## src/tfp_pkg.sv

```systemverilog
package tfp_pkg;

    // Field widths
    localparam int CLOCK_W  = 24;
    localparam int FREQ_W   = 20;
    localparam int PERIOD_W = 11;
    localparam int CFG_IDX_W = 2;

    // Quotient bits resolved by the divider; anything at or above 2**QUO_W saturates
    localparam int QUO_W = PERIOD_W;
    // Remainder lives in FREQ_W bits; compares run at full shifted divisor width
    localparam int WIDE_W = FREQ_W + QUO_W;

    localparam logic [PERIOD_W-1:0] PERIOD_MAX = '1;
    localparam logic [CLOCK_W-1:0]  CLOCK_RESET = 24'd894080;

    // Divisor 16*f or 32*f is folded into a right shift of the base clock
    localparam int PULSE_SHIFT    = 4;
    localparam int TRIANGLE_SHIFT = 5;

    // Channel kind codes
    localparam logic CMD_PULSE    = 1'b0;
    localparam logic CMD_TRIANGLE = 1'b1;

    // Register indexes
    localparam logic [CFG_IDX_W-1:0] CFG_PULSE_BASE    = 2'd0;
    localparam logic [CFG_IDX_W-1:0] CFG_TRIANGLE_BASE = 2'd1;

    // Payload carried down the divider pipeline
    typedef struct packed {
        logic [FREQ_W-1:0] rem;
        logic [FREQ_W-1:0] freq;
        logic [QUO_W-1:0]  quo;
        logic              sat;
    } tfp_work_t;

    // One pipeline slot: valid bit travels with the payload
    typedef struct packed {
        logic      valid;
        tfp_work_t work;
    } tfp_stage_t;

endpackage

```

## src/tone_frequency_to_timer_period_unit.sv

```systemverilog
// A request is registered in prep at accept, then in 11 divide stages and the output register.
// Throughput: one request per cycle unless stalled; each divide stage resolves one quotient bit.
// Stalls back up stage by stage, so bubbles are absorbed before in_stall rises.
// Reset (rst_n, async, active low) empties the pipeline and sets both base clocks
// to 894080 Hz.
module tone_frequency_to_timer_period_unit (
    input  logic                            clk,
    input  logic                            rst_n,
    input  logic                            cfg_we,
    input  logic [tfp_pkg::CFG_IDX_W-1:0]   cfg_index,
    input  logic [tfp_pkg::CLOCK_W-1:0]     cfg_data,
    input  logic                            in_valid,
    output logic                            in_stall,
    input  logic                            command,
    input  logic [tfp_pkg::FREQ_W-1:0]      freq_hz,
    output logic                            out_valid,
    input  logic                            out_stall,
    output logic [tfp_pkg::PERIOD_W-1:0]    timer_period
);
    import tfp_pkg::*;

    logic [CLOCK_W-1:0] pulse_base;
    logic [CLOCK_W-1:0] triangle_base;
    logic               prep_ready;
    tfp_stage_t         stage [0:QUO_W];
    logic               stage_ready [0:QUO_W];

    // Base clock registers
    tfp_cfg u_cfg (
        .clk           (clk),
        .rst_n         (rst_n),
        .cfg_we        (cfg_we),
        .cfg_index     (cfg_index),
        .cfg_data      (cfg_data),
        .pulse_base    (pulse_base),
        .triangle_base (triangle_base)
    );

    // Operand select, shift and saturation check
    tfp_prep u_prep (
        .clk           (clk),
        .rst_n         (rst_n),
        .in_valid      (in_valid),
        .command       (command),
        .freq_hz       (freq_hz),
        .pulse_base    (pulse_base),
        .triangle_base (triangle_base),
        .next_ready    (stage_ready[0]),
        .ready         (prep_ready),
        .stage_out     (stage[0])
    );

    assign in_stall = !prep_ready;

    // Divider: one quotient bit per stage, MSB first
    for (genvar k = 0; k < QUO_W; k++)
    begin : g_div
        tfp_div_step #(
            .BIT_POS (QUO_W - 1 - k)
        ) u_step (
            .clk        (clk),
            .rst_n      (rst_n),
            .stage_in   (stage[k]),
            .next_ready (stage_ready[k+1]),
            .ready      (stage_ready[k]),
            .stage_out  (stage[k+1])
        );
    end

    // Output register
    tfp_post u_post (
        .clk          (clk),
        .rst_n        (rst_n),
        .stage_in     (stage[QUO_W]),
        .out_stall    (out_stall),
        .ready        (stage_ready[QUO_W]),
        .out_valid    (out_valid),
        .timer_period (timer_period)
    );

    a_stall_source: assert property (@(posedge clk) disable iff (!rst_n)
        in_stall |-> out_valid && out_stall)
        else $error("input stalled without a stalled result");

    a_drain: assert property (@(posedge clk) disable iff (!rst_n)
        !out_stall |-> !in_stall)
        else $error("pipeline stalled while output drains");

endmodule

```

## src/tfp_cfg.sv

```systemverilog
module tfp_cfg (
    input  logic                             clk,
    input  logic                             rst_n,
    input  logic                             cfg_we,
    input  logic [tfp_pkg::CFG_IDX_W-1:0]    cfg_index,
    input  logic [tfp_pkg::CLOCK_W-1:0]      cfg_data,
    output logic [tfp_pkg::CLOCK_W-1:0]      pulse_base,
    output logic [tfp_pkg::CLOCK_W-1:0]      triangle_base
);
    import tfp_pkg::*;

    logic [CLOCK_W-1:0] pulse_base_reg;
    logic [CLOCK_W-1:0] triangle_base_reg;

    // Base clock registers; unknown indexes are dropped
    always_ff @(posedge clk or negedge rst_n)
    begin
        if (!rst_n)
        begin
            pulse_base_reg    <= CLOCK_RESET;
            triangle_base_reg <= CLOCK_RESET;
        end
        else if (cfg_we)
        begin
            if (cfg_index == CFG_PULSE_BASE)
                pulse_base_reg <= cfg_data;
            if (cfg_index == CFG_TRIANGLE_BASE)
                triangle_base_reg <= cfg_data;
        end
    end

    assign pulse_base    = pulse_base_reg;
    assign triangle_base = triangle_base_reg;

    a_pulse_write: assert property (@(posedge clk) disable iff (!rst_n)
        cfg_we && cfg_index == CFG_PULSE_BASE |=> pulse_base_reg == $past(cfg_data))
        else $error("pulse base write lost");

    a_triangle_hold: assert property (@(posedge clk) disable iff (!rst_n)
        !(cfg_we && cfg_index == CFG_TRIANGLE_BASE) |=> $stable(triangle_base_reg))
        else $error("triangle base changed without a write");

endmodule

```

## src/tfp_prep.sv

```systemverilog
module tfp_prep (
    input  logic                          clk,
    input  logic                          rst_n,
    input  logic                          in_valid,
    input  logic                          command,
    input  logic [tfp_pkg::FREQ_W-1:0]    freq_hz,
    input  logic [tfp_pkg::CLOCK_W-1:0]   pulse_base,
    input  logic [tfp_pkg::CLOCK_W-1:0]   triangle_base,
    input  logic                          next_ready,
    output logic                          ready,
    output tfp_pkg::tfp_stage_t           stage_out
);
    import tfp_pkg::*;

    logic              valid_reg;
    logic              valid_next;
    tfp_work_t         work_reg;
    tfp_work_t         work_next;
    logic [FREQ_W-1:0] base_shifted;

    assign ready = !valid_reg || next_ready;

    // Scale base clock down by 16 or 32; quotient is unchanged by flooring first
    always_comb
    begin
        if (command == CMD_TRIANGLE)
            base_shifted = FREQ_W'(triangle_base >> TRIANGLE_SHIFT);
        else
            base_shifted = FREQ_W'(pulse_base >> PULSE_SHIFT);
        work_next.rem  = base_shifted;
        work_next.freq = freq_hz;
        work_next.quo  = '0;
        // Quotient >= 2048 (or zero frequency) saturates to the longest period
        work_next.sat  = {{QUO_W{1'b0}}, base_shifted} >= {freq_hz, {QUO_W{1'b0}}};
    end

    assign valid_next = ready ? in_valid : valid_reg;

    always_ff @(posedge clk or negedge rst_n)
    begin
        if (!rst_n)
            valid_reg <= 1'b0;
        else
            valid_reg <= valid_next;
    end

    always_ff @(posedge clk)
    begin
        if (ready && in_valid)
            work_reg <= work_next;
    end

    assign stage_out.valid = valid_reg;
    assign stage_out.work  = work_reg;

endmodule

```

## src/tfp_div_step.sv

```systemverilog
module tfp_div_step #(
    parameter int BIT_POS = 0
) (
    input  logic                 clk,
    input  logic                 rst_n,
    input  tfp_pkg::tfp_stage_t  stage_in,
    input  logic                 next_ready,
    output logic                 ready,
    output tfp_pkg::tfp_stage_t  stage_out
);
    import tfp_pkg::*;

    logic              valid_reg;
    tfp_work_t         work_reg;
    tfp_work_t         work_next;
    logic [WIDE_W-1:0] trial;
    logic [WIDE_W-1:0] rem_wide;
    logic [WIDE_W-1:0] diff;

    assign ready = !valid_reg || next_ready;

    // One restoring step: try subtracting f << BIT_POS
    always_comb
    begin
        trial    = {{QUO_W{1'b0}}, stage_in.work.freq} << BIT_POS;
        rem_wide = {{QUO_W{1'b0}}, stage_in.work.rem};
        diff     = rem_wide - trial;
        work_next = stage_in.work;
        if (rem_wide >= trial)
        begin
            work_next.rem          = FREQ_W'(diff);
            work_next.quo[BIT_POS] = 1'b1;
        end
    end

    always_ff @(posedge clk or negedge rst_n)
    begin
        if (!rst_n)
            valid_reg <= 1'b0;
        else if (ready)
            valid_reg <= stage_in.valid;
    end

    always_ff @(posedge clk)
    begin
        if (ready && stage_in.valid)
            work_reg <= work_next;
    end

    assign stage_out.valid = valid_reg;
    assign stage_out.work  = work_reg;

endmodule

```

## src/tfp_post.sv

```systemverilog
module tfp_post (
    input  logic                            clk,
    input  logic                            rst_n,
    input  tfp_pkg::tfp_stage_t             stage_in,
    input  logic                            out_stall,
    output logic                            ready,
    output logic                            out_valid,
    output logic [tfp_pkg::PERIOD_W-1:0]    timer_period
);
    import tfp_pkg::*;

    logic                valid_reg;
    logic [PERIOD_W-1:0] period_reg;
    logic [PERIOD_W-1:0] period_next;

    assign ready = !valid_reg || !out_stall;

    // Saturate, else quotient minus one, with zero quotient kept at zero
    always_comb
    begin
        if (stage_in.work.sat)
            period_next = PERIOD_MAX;
        else if (stage_in.work.quo == '0)
            period_next = '0;
        else
            period_next = stage_in.work.quo - 1'b1;
    end

    always_ff @(posedge clk or negedge rst_n)
    begin
        if (!rst_n)
            valid_reg <= 1'b0;
        else if (ready)
            valid_reg <= stage_in.valid;
    end

    always_ff @(posedge clk)
    begin
        if (ready && stage_in.valid)
            period_reg <= period_next;
    end

    assign out_valid    = valid_reg;
    assign timer_period = period_reg;

endmodule
```

## config.mk

```make
export PLATFORM = sky130hd
export DESIGN_NAME = tone_frequency_to_timer_period_unit
export DESIGN_NICKNAME = d
export VERILOG_FILES = /design/src/tfp_pkg.sv /design/src/tone_frequency_to_timer_period_unit.sv /design/src/tfp_cfg.sv /design/src/tfp_prep.sv /design/src/tfp_div_step.sv /design/src/tfp_post.sv
export SDC_FILE = /design/constraint.sdc
export NUM_CORES = 1
export LEC_CHECK = 0
export ABC_AREA = 1
export BUFFER_PORTS_ARGS = -buffer_cell sky130_fd_sc_hd__buf_4
export CAP_MARGIN = 20
export CORE_ASPECT_RATIO = 0.8
export CORE_MARGIN = 3
export CORE_UTILIZATION = 45
export CTS_CLUSTER_SIZE = 10
export DETAILED_ROUTE_END_ITERATION = 8
export PLACE_DENSITY = 0.61
export SLEW_MARGIN = 15
export SYNTH_ARGS = -nofsm -noshare
export SYNTH_HDL_FRONTEND = slang
export SYNTH_SLANG_ARGS = --single-unit
export TNS_END_PERCENT = 1
```

## constraint.sdc

```tcl
create_clock -name clk -period 6.1 [get_ports clk]
set_input_delay 0.915 -clock clk [delete_from_list [all_inputs] [get_ports clk]]
set_output_delay 0.915 -clock clk [all_outputs]
set_load 0.01 [all_outputs]
```

==> impl_metrics.csv <==
group,metric,value,unit
sta,fmax,302,MHz
cells_and_area,drive_gt1_share,8.25,%
cells_and_area,final_common_cell,"nand2_1",
power_and_ir_drop,power_density,487,nW/um^2
cells_and_area,multi_input_area,10900,um^2
critical_path,worstPathArrival,3.64,ns
global_route,antenna_found_initial,0,
logic_synthesis,synth_area_leaders,"edfxtp_1 53%, nand2_1 8.1%, ha_1 7.3%",
sta,relSlewSlack,20.1,%
logic_synthesis,synth_edf_count,529,
global_route,grt_pass1_vias,19857,
die,die_w,294,um
place,place_hpwl,52.0,mm
die,start_util,46.0,%
sta,fin_crit,3.31,ns
routing,drc,0,
cells_and_area,layout_common_cells,"646 x nand2_1, 529 x edfxtp_1, 429 x inv_1",
power_and_ir_drop,vdd_ir_drop_max,0.217,mV
place,gp_congestion,0.909,
global_route,met3_usage,2.97,%
logic_synthesis,yosysSeqAreaShare,57.5,%
die,die_h,237,um
cells_and_area,nNetsFinal,3267,
clocking,cts.path.max_buffers,3,
sta,setup_violations,0,
cells_and_area,final-seq-area,17200,um^2
sta,hold_viol,0,
sta,tightest_slew,1.20,ns
cells_and_area,syn2layout_area_growth,11.3,%
clocking,insertion_delay,0.61,ns
routing,viasPerCell,5.22,
routing,finalWirelength,68.0,mm
power_and_ir_drop,power,16.2,mW
critical_path,reg2reg_to,"g_div[8].u_step.stage_out[46]",
clocking,numCtsBuffers,69,
global_route,met2_usage,31.1,%
logic_synthesis,syn_area,29900,um^2
routing,ant_nets,0,
logic_synthesis,synth.avg_cell_area,10.2,um^2
global_route,grt-busiest-layer,"met2",
critical_path,worstRegToRegCells,10,
logic_synthesis,syn-num-nets,3167,
logic_synthesis,synth_cell_types,57,
logic_synthesis,synthCells,2930,
sta,grt_setup_unrepaired,"false",
clocking,htree_levels,3,
critical_path,rrSetupSlack,2.79,ns
critical_path,critPathLaunch,"g_div[7].u_step.stage_out[20]",
sta,fin_skew,0.0221,ns
sta,slew_viol_final,0,
routing,drtIter0Drc,1588,
critical_path,critPathKind,"flip-flop to flip-flop",
global_route,grtUsageMet1,27.9,%
global_route,grt_overflow,0,
logic_synthesis,yosysTopAreaCell,"edfxtp_1",
clocking,clock-root-buffer,"clkbuf_16",
cells_and_area,n_antenna_cell,0,
die,io_pins,65,
power_and_ir_drop,p_leak,14.5,nW
global_route,grt_pass1_wl,108,mm
min_path,hold_class,"primary input to asynchronous set/reset pin",
critical_path,path_max_fanout,21,
clocking,ctsHoldBuffers,0,
run_status,status,"completed",
clocking,cts_tree,"done",
clocking,post_cts_resized,0,
cells_and_area,finish.utilization,51.2,%
clocking,clk_pin_slew_worst_paths,0.05,ns
cells_and_area,largest_register_ff_count,477,
cells_and_area,n_fill_cell,5821,
critical_path,required,6.43,ns
logic_synthesis,synth_seq_cells,581,
run,max_cap_viol_count,0,
critical_path,endpoint_kind,"flip-flop",
logic_synthesis,ys_warn_count,0,
critical_path,crit_path_start_kind,"flip-flop",
clocking,post-cts-setup-buffers,0,
logic_synthesis,async_flop_share,8.95,%
sta,fin_crit_sh,54.3,%
global_route,grt_max_degree,53,
logic_synthesis,ys.flop_type,"edfxtp_1",
place,port_buffers,60,
clocking,cts.sinks,581,
sta,holdWs,0.335,ns
routing,dr.pass1.iters,6,
sta,fin_setup_tns,0,ns
logic_synthesis,netlist.area_leader.share,53.1,%
place,dp_cells,3806,
die,core-area,65000,um^2
routing,vias,20457,
critical_path,r2r-start,"g_div[7].u_step.stage_out[20]",
die,std_cell_rows,83,
global_route,grt.total_usage,19.5,%
die,fp.dieArea,69600,um^2
routing,wl_per_cell,17.4,um
cells_and_area,finalNonFillerCells,3917,
[synth_stat cells, types with 35 or more instances]
library cell,instances
a21oi_1,145
dfrtp_1,38
edfxtp_1,529
ha_1,175
inv_1,431
nand2_1,647
nand3_1,170
nand4_1,77
nor2_1,169
nor3_1,35
o21ai_0,144
xnor2_1,37
xor2_1,59
[power breakdown]
part	leakage (nW)	switching [mW]	internal [mW]
sequential	5.78	0.636	5.95
clock	0.940	1.53	2.10
combinational	7.73	3.94	2.08
total	14.5	6.10	10.1
[cell families after synthesis]
logic type | synth area share (%)
XOR/XNOR | 2.81
adder cells (fa/ha/maj) | 7.99
AND/OR/NAND/NOR | 17.8
AO/OA/AOI/OAI | 7.06
buffers and inverters | 6.39
multiplexers | 0.376
flip-flops | 57.5
[routing by layer]
| layer | part of all wire, % | wire length, um |
|---|---|---|
| met5 | 0 | 0 |
| met4 | 2.3 | 1560 |
| met1 | 47 | 32100 |
| met3 | 5.1 | 3460 |
| met2 | 45 | 30900 |
[worst max-delay path, cell delays in order (launching register included)]
cell	delay [ns]
edfxtp_1	0.38
inv_1	0.06
ha_1	0.37
nand2_1	0.13
inv_1	0.07
nand2_1	0.08
nor2_1	0.08
a31oi_2	0.96
nand2_2	0.60
nand3_1	0.21
nand2_1	0.12
[cell type report]
cell class              count  area share, %
inverters                 435           4.90
repair buffers             72           1.74
clock buffers              99           5.52
clock inverters             9          0.376
multi-input cells        1871           32.6
well taps                 850           3.19
flip-flops and latches    581           51.7
[how the worst max path moves through the flow]
| stage | cells past startpoint | to | slack [ns] |
|---|---|---|---|
| 2_1_floorplan | 5 | g_div[8].u_step.stage_out[0] | 2.03 |
| 3_3_place_gp | 10 | in_stall | 2.87 |
| 3_5_place_dp | 10 | in_stall | 2.82 |
| 4_1_cts | 9 | in_stall | 2.80 |
| 5_1_grt | 9 | in_stall | 2.53 |
| 6_report | 10 | g_div[8].u_step.stage_out[46] | 2.79 |
[stage by stage]
| stage | cell area (um^2) | worst slack [ns] |
|---|---|---|
| 5_1_grt | 33300 | 2.53 |
| 6_report | 33300 | 2.79 |
| 4_1_cts | 33200 | 2.80 |
| 3_5_place_dp | 31300 | 2.82 |
| 3_3_place_gp | 31300 | 2.87 |
| 2_1_floorplan | 29900 | 2.03 |
Power figures use the tool's default switching activity.
